[src/rrpg_pkg.sv]
// shared constants, types and state codes of the round robin pairing generator
package rrpg_pkg;

    localparam int MAX_PORTS  = 32;
    localparam int PORT_BITS  = 16;
    localparam int IDX_W      = $clog2(MAX_PORTS);
    localparam int CNT_W      = 6;
    localparam int PAIR_CAP   = (MAX_PORTS + 1) / 2;
    localparam int PAIR_CNT_W = $clog2(PAIR_CAP + 1);
    localparam int SLICE_W    = 32;
    localparam int DIV_CNT_W  = $clog2(SLICE_W + 1);
    localparam int RND_W      = $clog2(MAX_PORTS);

    localparam int APB_DATA_W = 32;
    localparam int APB_ADDR_W = 3;

    localparam logic [CNT_W-1:0] PORT_COUNT_RESET = CNT_W'(4);
    localparam logic [CNT_W-1:0] PORT_COUNT_MIN   = CNT_W'(2);
    localparam logic [CNT_W-1:0] PORT_COUNT_MAX   = CNT_W'(MAX_PORTS);

    localparam logic OP_LOAD = 1'b0;
    localparam logic OP_GEN  = 1'b1;

    localparam logic REG_PORT_COUNT = 1'b0;

    typedef struct packed {
        logic [PORT_BITS-1:0] lo;
        logic [PORT_BITS-1:0] hi;
    } pair_t;

    typedef struct packed {
        logic load_wr;
        logic gen_start;
        logic div_run;
        logic pair_init;
        logic pair_issue;
        logic emit_pop;
    } ctrl_cmd_t;

    typedef struct packed {
        logic div_done;
        logic issue_last;
        logic pipe_empty;
        logic cnt_zero;
        logic cnt_one;
    } dp_status_t;

    typedef enum logic [4:0] {
        ST_IDLE   = 5'b00001,
        ST_DIVIDE = 5'b00010,
        ST_PAIRS  = 5'b00100,
        ST_DRAIN  = 5'b01000,
        ST_EMIT   = 5'b10000
    } state_t;

endpackage

[src/rrpg_cmd_if.sv]
// command channel carrying load and generate items
interface rrpg_cmd_if
    import rrpg_pkg::*;
();
    logic                 valid;
    logic                 ready;
    logic                 operation;
    logic [4:0]           entry_index;
    logic [PORT_BITS-1:0] port_value;
    logic [SLICE_W-1:0]   slice;

    modport source (output valid, output operation, output entry_index, output port_value,
                    output slice, input ready);
    modport sink (input valid, input operation, input entry_index, input port_value,
                  input slice, output ready);
endinterface

[src/rrpg_pair_if.sv]
// result channel carrying one port pair per item
interface rrpg_pair_if
    import rrpg_pkg::*;
();
    logic                 valid;
    logic                 ready;
    logic [PORT_BITS-1:0] port_low;
    logic [PORT_BITS-1:0] port_high;
    logic                 last_pair;

    modport source (output valid, output port_low, output port_high, output last_pair,
                    input ready);
    modport sink (input valid, input port_low, input port_high, input last_pair,
                  output ready);
endinterface

[src/rrpg_ctrl.sv]
// controller state machine sequencing load, remainder, pair walk, drain and emit phases
module rrpg_ctrl
    import rrpg_pkg::*;
(
    input  logic       clk,
    input  logic       rst_n,
    input  logic       cmd_valid,
    input  logic       cmd_op,
    input  logic       out_ready,
    input  dp_status_t status,
    output logic       cmd_ready,
    output logic       out_valid,
    output ctrl_cmd_t  ctrl
);

    state_t state_reg;
    state_t state_next;

    always_ff @(posedge clk or negedge rst_n)
    begin
        if (!rst_n)
        begin
            state_reg <= ST_IDLE;
        end
        else
        begin
            state_reg <= state_next;
        end
    end

    always_comb
    begin
        state_next = state_reg;
        ctrl       = '0;
        cmd_ready  = 1'b0;
        out_valid  = 1'b0;
        unique case (state_reg)
            ST_IDLE:
            begin
                cmd_ready = 1'b1;
                if (cmd_valid)
                begin
                    if (cmd_op == OP_GEN)
                    begin
                        ctrl.gen_start = 1'b1;
                        state_next     = ST_DIVIDE;
                    end
                    else
                    begin
                        ctrl.load_wr = 1'b1;
                    end
                end
            end
            ST_DIVIDE:
            begin
                if (status.div_done)
                begin
                    ctrl.pair_init = 1'b1;
                    state_next     = ST_PAIRS;
                end
                else
                begin
                    ctrl.div_run = 1'b1;
                end
            end
            ST_PAIRS:
            begin
                ctrl.pair_issue = 1'b1;
                if (status.issue_last)
                begin
                    state_next = ST_DRAIN;
                end
            end
            ST_DRAIN:
            begin
                if (status.pipe_empty)
                begin
                    state_next = status.cnt_zero ? ST_IDLE : ST_EMIT;
                end
            end
            ST_EMIT:
            begin
                out_valid = 1'b1;
                if (out_ready)
                begin
                    ctrl.emit_pop = 1'b1;
                    if (status.cnt_one)
                    begin
                        state_next = ST_IDLE;
                    end
                end
            end
            default:
            begin
                state_next = ST_IDLE;
            end
        endcase
    end

endmodule

[src/rrpg_dpath.sv]
// datapath: port table, serial remainder unit, index walk and sorted pair buffer
module rrpg_dpath
    import rrpg_pkg::*;
(
    input  logic                 clk,
    input  logic                 rst_n,
    input  ctrl_cmd_t            ctrl,
    input  logic [CNT_W-1:0]     port_count,
    input  logic [IDX_W-1:0]     entry_index,
    input  logic [PORT_BITS-1:0] port_value,
    input  logic [SLICE_W-1:0]   slice,
    output dp_status_t           status,
    output logic [PORT_BITS-1:0] port_low,
    output logic [PORT_BITS-1:0] port_high,
    output logic                 last_pair
);

    logic [PORT_BITS-1:0]  table_mem [MAX_PORTS];

    logic [CNT_W-1:0]      real_reg;
    logic [RND_W-1:0]      rounds_reg;
    logic [PAIR_CNT_W-1:0] npairs_reg;
    logic [SLICE_W-1:0]    quo_reg;
    logic [RND_W-1:0]      rem_reg;
    logic [DIV_CNT_W-1:0]  div_cnt_reg;
    logic [PAIR_CNT_W-1:0] k_reg;
    logic [RND_W-1:0]      fa_reg;
    logic [RND_W-1:0]      fb_reg;
    logic [PORT_BITS-1:0]  rd_a_reg;
    logic [PORT_BITS-1:0]  rd_b_reg;
    logic                  v1_reg;
    logic                  v2_reg;
    pair_t                 ins_reg;
    pair_t                 sorted_reg [PAIR_CAP];
    pair_t                 sorted_next [PAIR_CAP];
    logic [PAIR_CNT_W-1:0] cnt_reg;

    logic [CNT_W-1:0]      real_c;
    logic [CNT_W-1:0]      n_c;
    logic [RND_W:0]        trial;
    logic [RND_W-1:0]      rem_step;
    logic [RND_W-1:0]      rem_inc;
    logic [RND_W-1:0]      fa_adv;
    logic [RND_W-1:0]      fb_adv;
    logic [IDX_W-1:0]      ia;
    logic [IDX_W-1:0]      ib;
    logic                  dummy;
    logic [PAIR_CAP-1:0]   gt;

    // effective port count and round geometry
    always_comb
    begin
        if (port_count < PORT_COUNT_MIN)
        begin
            real_c = PORT_COUNT_MIN;
        end
        else if (port_count > PORT_COUNT_MAX)
        begin
            real_c = PORT_COUNT_MAX;
        end
        else
        begin
            real_c = port_count;
        end
        n_c = real_c + CNT_W'(real_c[0]);
    end

    // one remainder bit per cycle
    always_comb
    begin
        trial = {rem_reg, quo_reg[SLICE_W-1]};
        if (trial >= {1'b0, rounds_reg})
        begin
            rem_step = RND_W'(trial - {1'b0, rounds_reg});
        end
        else
        begin
            rem_step = trial[RND_W-1:0];
        end
    end

    // circle positions walk forward and backward around the rounds
    always_comb
    begin
        rem_inc = rem_reg + RND_W'(1);
        fa_adv  = (fa_reg + RND_W'(1) == rounds_reg) ? '0 : fa_reg + RND_W'(1);
        fb_adv  = (fb_reg == '0) ? rounds_reg - RND_W'(1) : fb_reg - RND_W'(1);
        if (k_reg == '0)
        begin
            ia = '0;
            ib = IDX_W'(rem_inc);
        end
        else
        begin
            ia = IDX_W'(fa_reg + RND_W'(1));
            ib = IDX_W'(fb_reg + RND_W'(1));
        end
        dummy = ({1'b0, ia} >= real_reg) || ({1'b0, ib} >= real_reg);
    end

    // sorted insertion, entries past the fill count act as larger than any pair
    always_comb
    begin
        for (int i = 0; i < PAIR_CAP; i++)
        begin
            gt[i] = (PAIR_CNT_W'(i) >= cnt_reg) || (sorted_reg[i] > ins_reg);
        end
        for (int i = 0; i < PAIR_CAP; i++)
        begin
            sorted_next[i] = sorted_reg[i];
        end
        if (v2_reg)
        begin
            if (gt[0])
            begin
                sorted_next[0] = ins_reg;
            end
            for (int i = 1; i < PAIR_CAP; i++)
            begin
                if (gt[i])
                begin
                    sorted_next[i] = gt[i-1] ? sorted_reg[i-1] : ins_reg;
                end
            end
        end
        else if (ctrl.emit_pop)
        begin
            for (int i = 0; i < PAIR_CAP - 1; i++)
            begin
                sorted_next[i] = sorted_reg[i+1];
            end
        end
    end

    always_ff @(posedge clk)
    begin
        if (ctrl.load_wr)
        begin
            table_mem[entry_index] <= port_value;
        end
        if (ctrl.pair_issue)
        begin
            rd_a_reg <= table_mem[ia];
            rd_b_reg <= table_mem[ib];
        end
    end

    always_ff @(posedge clk)
    begin
        if (ctrl.gen_start)
        begin
            real_reg   <= real_c;
            rounds_reg <= RND_W'(n_c - CNT_W'(1));
            npairs_reg <= PAIR_CNT_W'(n_c[CNT_W-1:1]);
            quo_reg    <= slice;
            rem_reg    <= '0;
        end
        else if (ctrl.div_run)
        begin
            quo_reg <= {quo_reg[SLICE_W-2:0], 1'b0};
            rem_reg <= rem_step;
        end
        if (ctrl.pair_init)
        begin
            fa_reg <= (rem_inc == rounds_reg) ? '0 : rem_inc;
            fb_reg <= (rem_reg == '0) ? rounds_reg - RND_W'(1) : rem_reg - RND_W'(1);
        end
        else if (ctrl.pair_issue && k_reg != '0)
        begin
            fa_reg <= fa_adv;
            fb_reg <= fb_adv;
        end
        if (v1_reg)
        begin
            ins_reg.lo <= (rd_a_reg > rd_b_reg) ? rd_b_reg : rd_a_reg;
            ins_reg.hi <= (rd_a_reg > rd_b_reg) ? rd_a_reg : rd_b_reg;
        end
        for (int i = 0; i < PAIR_CAP; i++)
        begin
            sorted_reg[i] <= sorted_next[i];
        end
    end

    always_ff @(posedge clk or negedge rst_n)
    begin
        if (!rst_n)
        begin
            div_cnt_reg <= '0;
            k_reg       <= '0;
            v1_reg      <= 1'b0;
            v2_reg      <= 1'b0;
            cnt_reg     <= '0;
        end
        else
        begin
            if (ctrl.gen_start)
            begin
                div_cnt_reg <= DIV_CNT_W'(SLICE_W);
            end
            else if (ctrl.div_run)
            begin
                div_cnt_reg <= div_cnt_reg - DIV_CNT_W'(1);
            end
            if (ctrl.pair_init)
            begin
                k_reg <= '0;
            end
            else if (ctrl.pair_issue)
            begin
                k_reg <= k_reg + PAIR_CNT_W'(1);
            end
            v1_reg <= ctrl.pair_issue && !dummy;
            v2_reg <= v1_reg;
            if (ctrl.gen_start)
            begin
                cnt_reg <= '0;
            end
            else if (v2_reg)
            begin
                cnt_reg <= cnt_reg + PAIR_CNT_W'(1);
            end
            else if (ctrl.emit_pop)
            begin
                cnt_reg <= cnt_reg - PAIR_CNT_W'(1);
            end
        end
    end

    assign status.div_done   = (div_cnt_reg == '0);
    assign status.issue_last = (k_reg == npairs_reg - PAIR_CNT_W'(1));
    assign status.pipe_empty = !v1_reg && !v2_reg;
    assign status.cnt_zero   = (cnt_reg == '0);
    assign status.cnt_one    = (cnt_reg == PAIR_CNT_W'(1));

    assign port_low  = sorted_reg[0].lo;
    assign port_high = sorted_reg[0].hi;
    assign last_pair = status.cnt_one;

endmodule

[src/round_robin_pairing_generator_core.sv]
// Round robin pairing generator, top level with the configuration port.
// A load item writes one port table entry. A generate item reduces its slice
// modulo the round count in a bit-serial remainder unit, walks the circle
// positions one pair per cycle through a two-port table read and a sorted
// insertion buffer, drains the pipeline, then offers its pairs in ascending
// order one per cycle while the result side accepts them, the last one flagged.
// No new item is taken until every pair of the current slice has been
// delivered. port_count is set over APB at byte address 0 and should only be
// written while the block is idle.
module round_robin_pairing_generator_core
    import rrpg_pkg::*;
(
    input  logic                  clk,
    input  logic                  rst_n,
    input  logic                  psel,
    input  logic                  penable,
    input  logic                  pwrite,
    input  logic [APB_ADDR_W-1:0] paddr,
    input  logic [APB_DATA_W-1:0] pwdata,
    output logic [APB_DATA_W-1:0] prdata,
    output logic                  pready,
    rrpg_cmd_if.sink              cmd,
    rrpg_pair_if.source           pair
);

    logic [CNT_W-1:0] port_count_reg;
    logic             cfg_idx;
    logic             cfg_wr;
    ctrl_cmd_t        ctrl;
    dp_status_t       status;

    assign pready  = 1'b1;
    assign cfg_idx = paddr[APB_ADDR_W-1];
    assign cfg_wr  = psel && penable && pwrite && (cfg_idx == REG_PORT_COUNT);

    always_ff @(posedge clk or negedge rst_n)
    begin
        if (!rst_n)
        begin
            port_count_reg <= PORT_COUNT_RESET;
        end
        else if (cfg_wr)
        begin
            port_count_reg <= pwdata[CNT_W-1:0];
        end
    end

    always_comb
    begin
        unique case (cfg_idx)
            REG_PORT_COUNT: prdata = APB_DATA_W'(port_count_reg);
            default:        prdata = '0;
        endcase
    end

    rrpg_ctrl u_ctrl (
        .clk       (clk),
        .rst_n     (rst_n),
        .cmd_valid (cmd.valid),
        .cmd_op    (cmd.operation),
        .out_ready (pair.ready),
        .status    (status),
        .cmd_ready (cmd.ready),
        .out_valid (pair.valid),
        .ctrl      (ctrl)
    );

    rrpg_dpath u_dpath (
        .clk         (clk),
        .rst_n       (rst_n),
        .ctrl        (ctrl),
        .port_count  (port_count_reg),
        .entry_index (cmd.entry_index),
        .port_value  (cmd.port_value),
        .slice       (cmd.slice),
        .status      (status),
        .port_low    (pair.port_low),
        .port_high   (pair.port_high),
        .last_pair   (pair.last_pair)
    );

    // results and new items never overlap
    assert property (@(posedge clk) disable iff (!rst_n) !(pair.valid && cmd.ready))
        else $error("result offered while taking items");

    // a generate item always leads to a busy block
    assert property (@(posedge clk) disable iff (!rst_n)
        (cmd.valid && cmd.ready && cmd.operation == OP_GEN) |=> !cmd.ready)
        else $error("generate item did not start work");

    // delivering the flagged pair frees the block
    assert property (@(posedge clk) disable iff (!rst_n)
        (pair.valid && pair.ready && pair.last_pair) |=> (cmd.ready && !pair.valid))
        else $error("block not idle after last pair");

    // a pair stream never ends on an unflagged pair
    assert property (@(posedge clk) disable iff (!rst_n)
        (pair.valid && pair.ready && !pair.last_pair) |=> pair.valid)
        else $error("pair stream ended without last pair");

endmodule
[src/flat_wrapper.sv]
// flat-port wrapper written by rule: the top's interface ports become plain ports
module round_robin_pairing_generator_core_flat import rrpg_pkg::*;
  (clk, rst_n, psel, penable, pwrite, paddr, pwdata, prdata, pready, cmd_valid, cmd_operation, cmd_entry_index, cmd_port_value, cmd_slice, cmd_ready, pair_valid, pair_port_low, pair_port_high, pair_last_pair, pair_ready);
  rrpg_cmd_if cmd_i ();
  rrpg_pair_if pair_i ();
  input  logic clk;
  input  logic rst_n;
  input  logic psel;
  input  logic penable;
  input  logic pwrite;
  input  logic [APB_ADDR_W-1:0] paddr;
  input  logic [APB_DATA_W-1:0] pwdata;
  output logic [APB_DATA_W-1:0] prdata;
  output logic pready;
  input wire logic [$bits(cmd_i.valid)-1:0] cmd_valid;
  input wire logic [$bits(cmd_i.operation)-1:0] cmd_operation;
  input wire logic [$bits(cmd_i.entry_index)-1:0] cmd_entry_index;
  input wire logic [$bits(cmd_i.port_value)-1:0] cmd_port_value;
  input wire logic [$bits(cmd_i.slice)-1:0] cmd_slice;
  output wire logic [$bits(cmd_i.ready)-1:0] cmd_ready;
  output wire logic [$bits(pair_i.valid)-1:0] pair_valid;
  output wire logic [$bits(pair_i.port_low)-1:0] pair_port_low;
  output wire logic [$bits(pair_i.port_high)-1:0] pair_port_high;
  output wire logic [$bits(pair_i.last_pair)-1:0] pair_last_pair;
  input wire logic [$bits(pair_i.ready)-1:0] pair_ready;
  assign cmd_i.valid = cmd_valid;
  assign cmd_i.operation = cmd_operation;
  assign cmd_i.entry_index = cmd_entry_index;
  assign cmd_i.port_value = cmd_port_value;
  assign cmd_i.slice = cmd_slice;
  assign cmd_ready = cmd_i.ready;
  assign pair_valid = pair_i.valid;
  assign pair_port_low = pair_i.port_low;
  assign pair_port_high = pair_i.port_high;
  assign pair_last_pair = pair_i.last_pair;
  assign pair_i.ready = pair_ready;
  round_robin_pairing_generator_core u_core (.clk(clk), .rst_n(rst_n), .psel(psel), .penable(penable), .pwrite(pwrite), .paddr(paddr), .pwdata(pwdata), .prdata(prdata), .pready(pready), .cmd(cmd_i), .pair(pair_i));
endmodule
[config.mk]
export PLATFORM = sky130hd
export DESIGN_NAME = round_robin_pairing_generator_core_flat
export DESIGN_NICKNAME = d
export VERILOG_FILES = /design/src/rrpg_pkg.sv /design/src/rrpg_cmd_if.sv /design/src/rrpg_pair_if.sv /design/src/rrpg_ctrl.sv /design/src/rrpg_dpath.sv /design/src/round_robin_pairing_generator_core.sv /design/src/flat_wrapper.sv
export SDC_FILE = /design/constraint.sdc
export NUM_CORES = 2
export LEC_CHECK = 0
export BUFFER_PORTS_ARGS = -buffer_cell sky130_fd_sc_hd__buf_2
export CORE_MARGIN = 4
export CORE_UTILIZATION = 25
export DETAILED_ROUTE_END_ITERATION = 10
export PLACE_DENSITY = 0.36
export SETUP_SLACK_MARGIN = 0.5
export SKIP_LAST_GASP = 1
export SYNTH_ARGS = -nofsm -noshare
export SYNTH_HDL_FRONTEND = slang
export SYNTH_SLANG_ARGS = --single-unit
[constraint.sdc]
create_clock -name clk -period 6 [get_ports clk]
set_clock_uncertainty 0.15 [all_clocks]
set_input_delay 1.2 -clock clk [delete_from_list [all_inputs] [get_ports clk]]
set_output_delay 1.2 -clock clk [all_outputs]
set_load 0.1 [all_outputs]
After elaboration in Yosys (flattened, before gate mapping) --
Memories as Yosys holds them, arrays and structs flattened. A register that Yosys moved wholly into a read port is not among the register bits. Cells that the tools add are included.
Word-level totals: memories kept 2, output and inout bits 68, RAM bits 1024, input bits 96, register bits after elaboration 124, word-level logic and storage cells 206
Memories:
- u_core.u_dpath.sorted_reg | words 16, width 32, rd ports 16, clocked after memory_dff 0, wr ports 16, line rrpg_dpath.sv:34 | pair_t sorted_reg [PAIR_CAP];
- u_core.u_dpath.table_mem | words 32, width 16, rd ports 2, clocked after memory_dff 2, wr ports 1, line rrpg_dpath.sv:18 | logic [PORT_BITS-1:0] table_mem [MAX_PORTS];
Operators by class: reduce and logical (&&, ||, !) cells 37, equal/unequal tests 16, magnitude comparators 38, $add $sub $neg 14, multiplexer cells 82, bitwise gates (word level) 1
Operators by type and width (count):
- 32-bit 2-to-1 mux | 34
- 480-bit 2-to-1 mux | 2
- 32-bit greater-than comparator | 16
- 5-bit 2-to-1 mux | 24
- 4-bit by 5-bit greater-or-equal comparator with 1-bit output (first input constant) | 8
- 16-bit 2-to-1 mux | 2
- 6-bit 2-to-1 mux | 5
- 5-bit by 1-bit subtractor with 5-bit output (second input constant) | 6
- 5-bit by 1-bit adder with 5-bit output (second input constant) | 5
- 5-bit case mux with 5 select lines | 1
- 3-bit by 5-bit greater-or-equal comparator with 1-bit output (first input constant) | 4
- 5-bit zero test | 4
- 1-bit logical OR | 17
- 16-bit greater-than comparator | 1
- 5-bit equality test | 3
- 5-bit by 6-bit greater-or-equal comparator with 1-bit output | 2
- 1-bit 2-to-1 mux | 11
- 5-bit by 1-bit equality test with 1-bit output (second input constant) | 2
- 1-bit by 5-bit greater-or-equal comparator with 1-bit output (first input constant) | 2
- 2-bit by 5-bit greater-or-equal comparator with 1-bit output (first input constant) | 2
- 2-bit != test (second input constant) | 4
- 7-bit AND reduction | 1
- 6-bit by 1-bit adder with 6-bit output | 1
- 6-bit by 5-bit greater-or-equal comparator with 1-bit output | 1
- 17 further kinds | 30

Logic depth before layout (Yosys ltp) --
depth in word-level cells 6, depth in mapped cells 17

Hierarchy --
From an unflattened synthesis, not the netlist that was laid out.
Unflattened totals: cell total of the unflattened synthesis 6306, area total of the unflattened synthesis 71599.9 um2
Modules (own cells, without submodules):
- rrpg_dpath | cells each 6221, area an instance 70762.9 um2, sequential area each 34933.5 um2, times used 1
- round_robin_pairing_generator_core | cells each 48, area an instance 505.5 um2, sequential area each 151.4 um2, times used 1
- rrpg_ctrl | cells each 37, area an instance 331.6 um2, sequential area each 126.4 um2, times used 1

Worst setup path after synthesis --
No wires, ideal clock.
path kind reg-to-reg, start point register u_core.u_ctrl.state_reg[3], end point memory u_core.u_dpath.table_mem[28][0] (enable), data arrival time 4772 ps, buffers on the path 0, period minus slack after synthesis 5310 ps, slack 690 ps, required time 5462 ps, cell stages (with the launch flop) 7, path through dfrtp_1 or3_1 nor3b_1 nand2_1 nor3b_1 nand3_1 nor2_1
On the way: word-level cells in the longest chain between the ends 4
RTL lines:
- start, declared | line rrpg_ctrl.sv:16 | state_t state_reg;
- start signal, assigned | line rrpg_ctrl.sv:27 | state_reg <= state_next;
- 5-bit by 1-bit equality test with 1-bit output | line rrpg_ctrl.sv:37 | unique case (state_reg)
- 2-bit 2-to-1 mux | line rrpg_ctrl.sv:37
- 1-bit 2-to-1 mux | line rrpg_dpath.sv:137 | if (ctrl.load_wr)
- 1-bit 2-to-1 mux (not written as such) | line rrpg_dpath.sv:139 | table_mem[entry_index] <= port_value;
- end, declared | line rrpg_dpath.sv:18
Every way passes these cells.

==> metrics.cfg <==
[routing]
drt_iter0_drc = 3370
vias_per_cell = 4.88
wl_per_cell_um = 24.2
drtAntennaViolNets = 0
vias = 48600
finalWirelength_mm = 241
first_pass_iters = 6
post-route-drc-count = 0

[placement]
gp_congestion = 0.817
portBuffers = 108
hpwl_mm = 170

[pwr]
ir_drop_v = 0.000277
power_mw = 29.6
powerDensity_mw_per_mm2 = 372
power.leakage_nw = 28.5

[run_status]
status = complete, no violations

[synthesis]
synthesis.area_mm2 = 0.0697
syn_area_per_cell_um2 = 11.4
synth_top_cell_by_area = edfxtp_1
synth-main-ff-cell = edfxtp_1
synth-edff-count = 1145
synth_area_leaders = edfxtp_1, ha_1, mux2i_1, a21oi_1, nor2_1
yosysWarnings = 0
syn_inst = 6105
yosys.cell_types.count = 85
yosysSeqAreaShare = 0.505
synth_top_area_frac = 0.493
ys_seq_elements = 1179
async_reset_ff_frac = 0.0246

[timing]
fmax_mhz = 192
worstMarginPinSlew_ns = 1.24
slew_viol_final = 0
max-slew-margin-rel = 0.173
fin_crit_sh = 0.866
finalSetupTns_ns = 0
rsz0062_at_grt = false
period_minus_slack_ns = 5.20
finalSetupViolCount = 0
hold_viol_final = 0

[grt]
grt_pass1_vias = 50000
grtUsageMet3 = 0.0205
grt_max_degree = 153
grt.busiest_layer = met2
globalRouteOverflowTotal = 0
grt_usage = 0.163
grt_use_met2 = 0.275
use_met1 = 0.219
grt_first_pass_wirelength_mm = 351
antenna_found_initial = 9

[setup_path]
start_kind = flop
rrSetupSlack_ns = 0.80
crit_slowest_cell = edfxtp_1
cpPeakStageDelay_ns = 0.90
arrival_ns = 5.46
cp-end-kind = flop
worstSetupPathType = reg2reg
path_cells = inv_1 > ha_1 > nand4_1 > or4_1 > a311oi_1 > nor3_4 > buf_4 > o21bai_4
required_ns = 6.26
path_max_fanout = 32

[clock_network]
clock_latency_ns = 0.81
clockBufferDepth = 4
tritoncts = built
htreeDepth = 4
root_buffer = clkbuf_16
ctsHoldBuffers = 0
cts_sinks = 1179
cts_buffers = 162
path_clk_slew_ns = 0.06

[final_layout]
drive_gt1_frac = 0.139
final_nets = 6782
syn_to_final_growth_pct = 14.3

[floorplanning]
rows = 193
core_area_mm2 = 0.277
die_height_um = 536
ios = 164
die_area_mm2 = 0.287
die_x_um = 536
start_util = 0.252

[job]
cap_violations = 0

[min_path]
hold_class = in2async

-- cells by family (layout without fill, tap and decap cells) --
logic type      Yosys count  in the layout  synth area share
other cells               2             39          0.000108
simple gates           1571           1571             0.101
fa+ha+maj               560            560             0.101
mux                     747            747             0.123
compound gates         1412           1414             0.125
flops                  1179           1179             0.505
xor+xnor                 47             47           0.00591
buf+inv                 587            699            0.0384
-- cell type report --
class / count / area (um^2)
sequential: 1179 / 35200
clock buffer: 206 / 4330
fill: 28800 / 197000
tap: 3705 / 4640
antenna: 12 / 30.0
multi-input combinational: 4366 / 32400
clock inverter: 76 / 538
timing repair buffer: 291 / 2080
inverter: 126 / 483
-- final timing paths --
check,startpoint,cells past startpoint,endpoint
setup / recovery,u_core.u_dpath.ins_reg[27]$_DFFE_PP_,8,u_core.u_dpath.sorted_reg[0][121]$_DFFE_PP_
max in group asynchronous,rst_n,2,u_core.u_dpath.v2_reg$_DFF_PN0_
hold reg to reg,u_core.u_dpath.div_cnt_reg[0]$_DFFE_PN0P_,1,u_core.u_dpath.div_cnt_reg[0]$_DFFE_PN0P_
setup reg to reg,u_core.u_dpath.ins_reg[27]$_DFFE_PP_,8,u_core.u_dpath.sorted_reg[0][121]$_DFFE_PP_
hold / removal,rst_n,2,u_core.port_count_reg[3]$_DFFE_PN0P_
min in group clk,u_core.u_dpath.div_cnt_reg[0]$_DFFE_PN0P_,1,u_core.u_dpath.div_cnt_reg[0]$_DFFE_PN0P_
-- layer usage --
layer / share of wire / wire [um] / up-vias
li1: - / - / 23400
met1: 0.46 / 110000 / 23900
met2: 0.48 / 115000 / 1012
met3: 0.036 / 8750 / 306
met4: 0.029 / 7040 / 6
met5: 0.00014 / 34 / -
-- power breakdown --
part / internal, mW / switching, mW
registers: 10.1 / 0.617
clock network: 5.37 / 3.81
logic: 3.29 / 6.47
total: 18.7 / 10.9
-- worst max-delay path: cells and delay by family (launching register included) --
family / cells / cell delay [ns]
AO/OA/AOI/OAI: 2 / 1.38
buffers and inverters: 2 / 0.84
adder cells (fa/ha/maj): 1 / 0.49
flip-flops: 1 / 0.90
AND/OR/NAND/NOR: 3 / 1.01
-- cell usage in the layout (no fill, tap or decap), types with 31 or more instances in the layout --
cell and count:
a31oi_1 82, o21ai_0 134, ha_1 558, clkbuf_16 165, buf_4 170, nand4_1 118, nand2_1 485, nand3_1 169
o221ai_1 40, clkinv_1 41, nor3_1 31, nor2b_1 51, a221oi_1 78, nor2_1 544, buf_2 108, a21o_1 48
a21oi_1 733, edfxtp_1 1145, mux4_2 71, a21bo_2 31, inv_1 118, clkbuf_1 36, o22ai_1 51, mux2i_1 502
mux2_2 170
-- per-stage QoR --
step	cells	hold slack (ns)	util	setup slack, ns	area (um^2)
after floorplan	6130	0.289	-	0.690	69800
after global placement	9663	0.363	0.270	0.675	74700
after detailed placement	9663	0.368	0.270	0.668	74700
after CTS	9945	0.260	0.287	0.640	79600
after global routing	9958	0.322	0.288	0.520	79700
final	9961	0.299	0.288	0.804	79700
-- synthesized netlist by cell type (all sizes together), types with 26 or more instances --
| cell type | instances |
|---|---|
| nor2 | 575 |
| a21o | 48 |
| a21oi | 734 |
| o21ai | 140 |
| inv | 125 |
| mux2 | 171 |
| clkbuf | 286 |
| buf | 175 |
| o221ai | 40 |
| a31oi | 83 |
| mux4 | 71 |
| dfrtp | 27 |
| ha | 559 |
| nor2b | 51 |
| o211ai | 26 |
| nand4 | 118 |
| nand3 | 170 |
| edfxtp | 1145 |
| nand2 | 486 |
| a221oi | 78 |
| a21bo | 31 |
| o22ai | 52 |
| mux2i | 505 |
| nor3 | 43 |
-- repair_timing --
item                                    CTS  global route
resized for setup                         0             2
buffers inserted                          0             2
endpoints found under the setup margin    0            62
(Power assumes the default switching activity.)
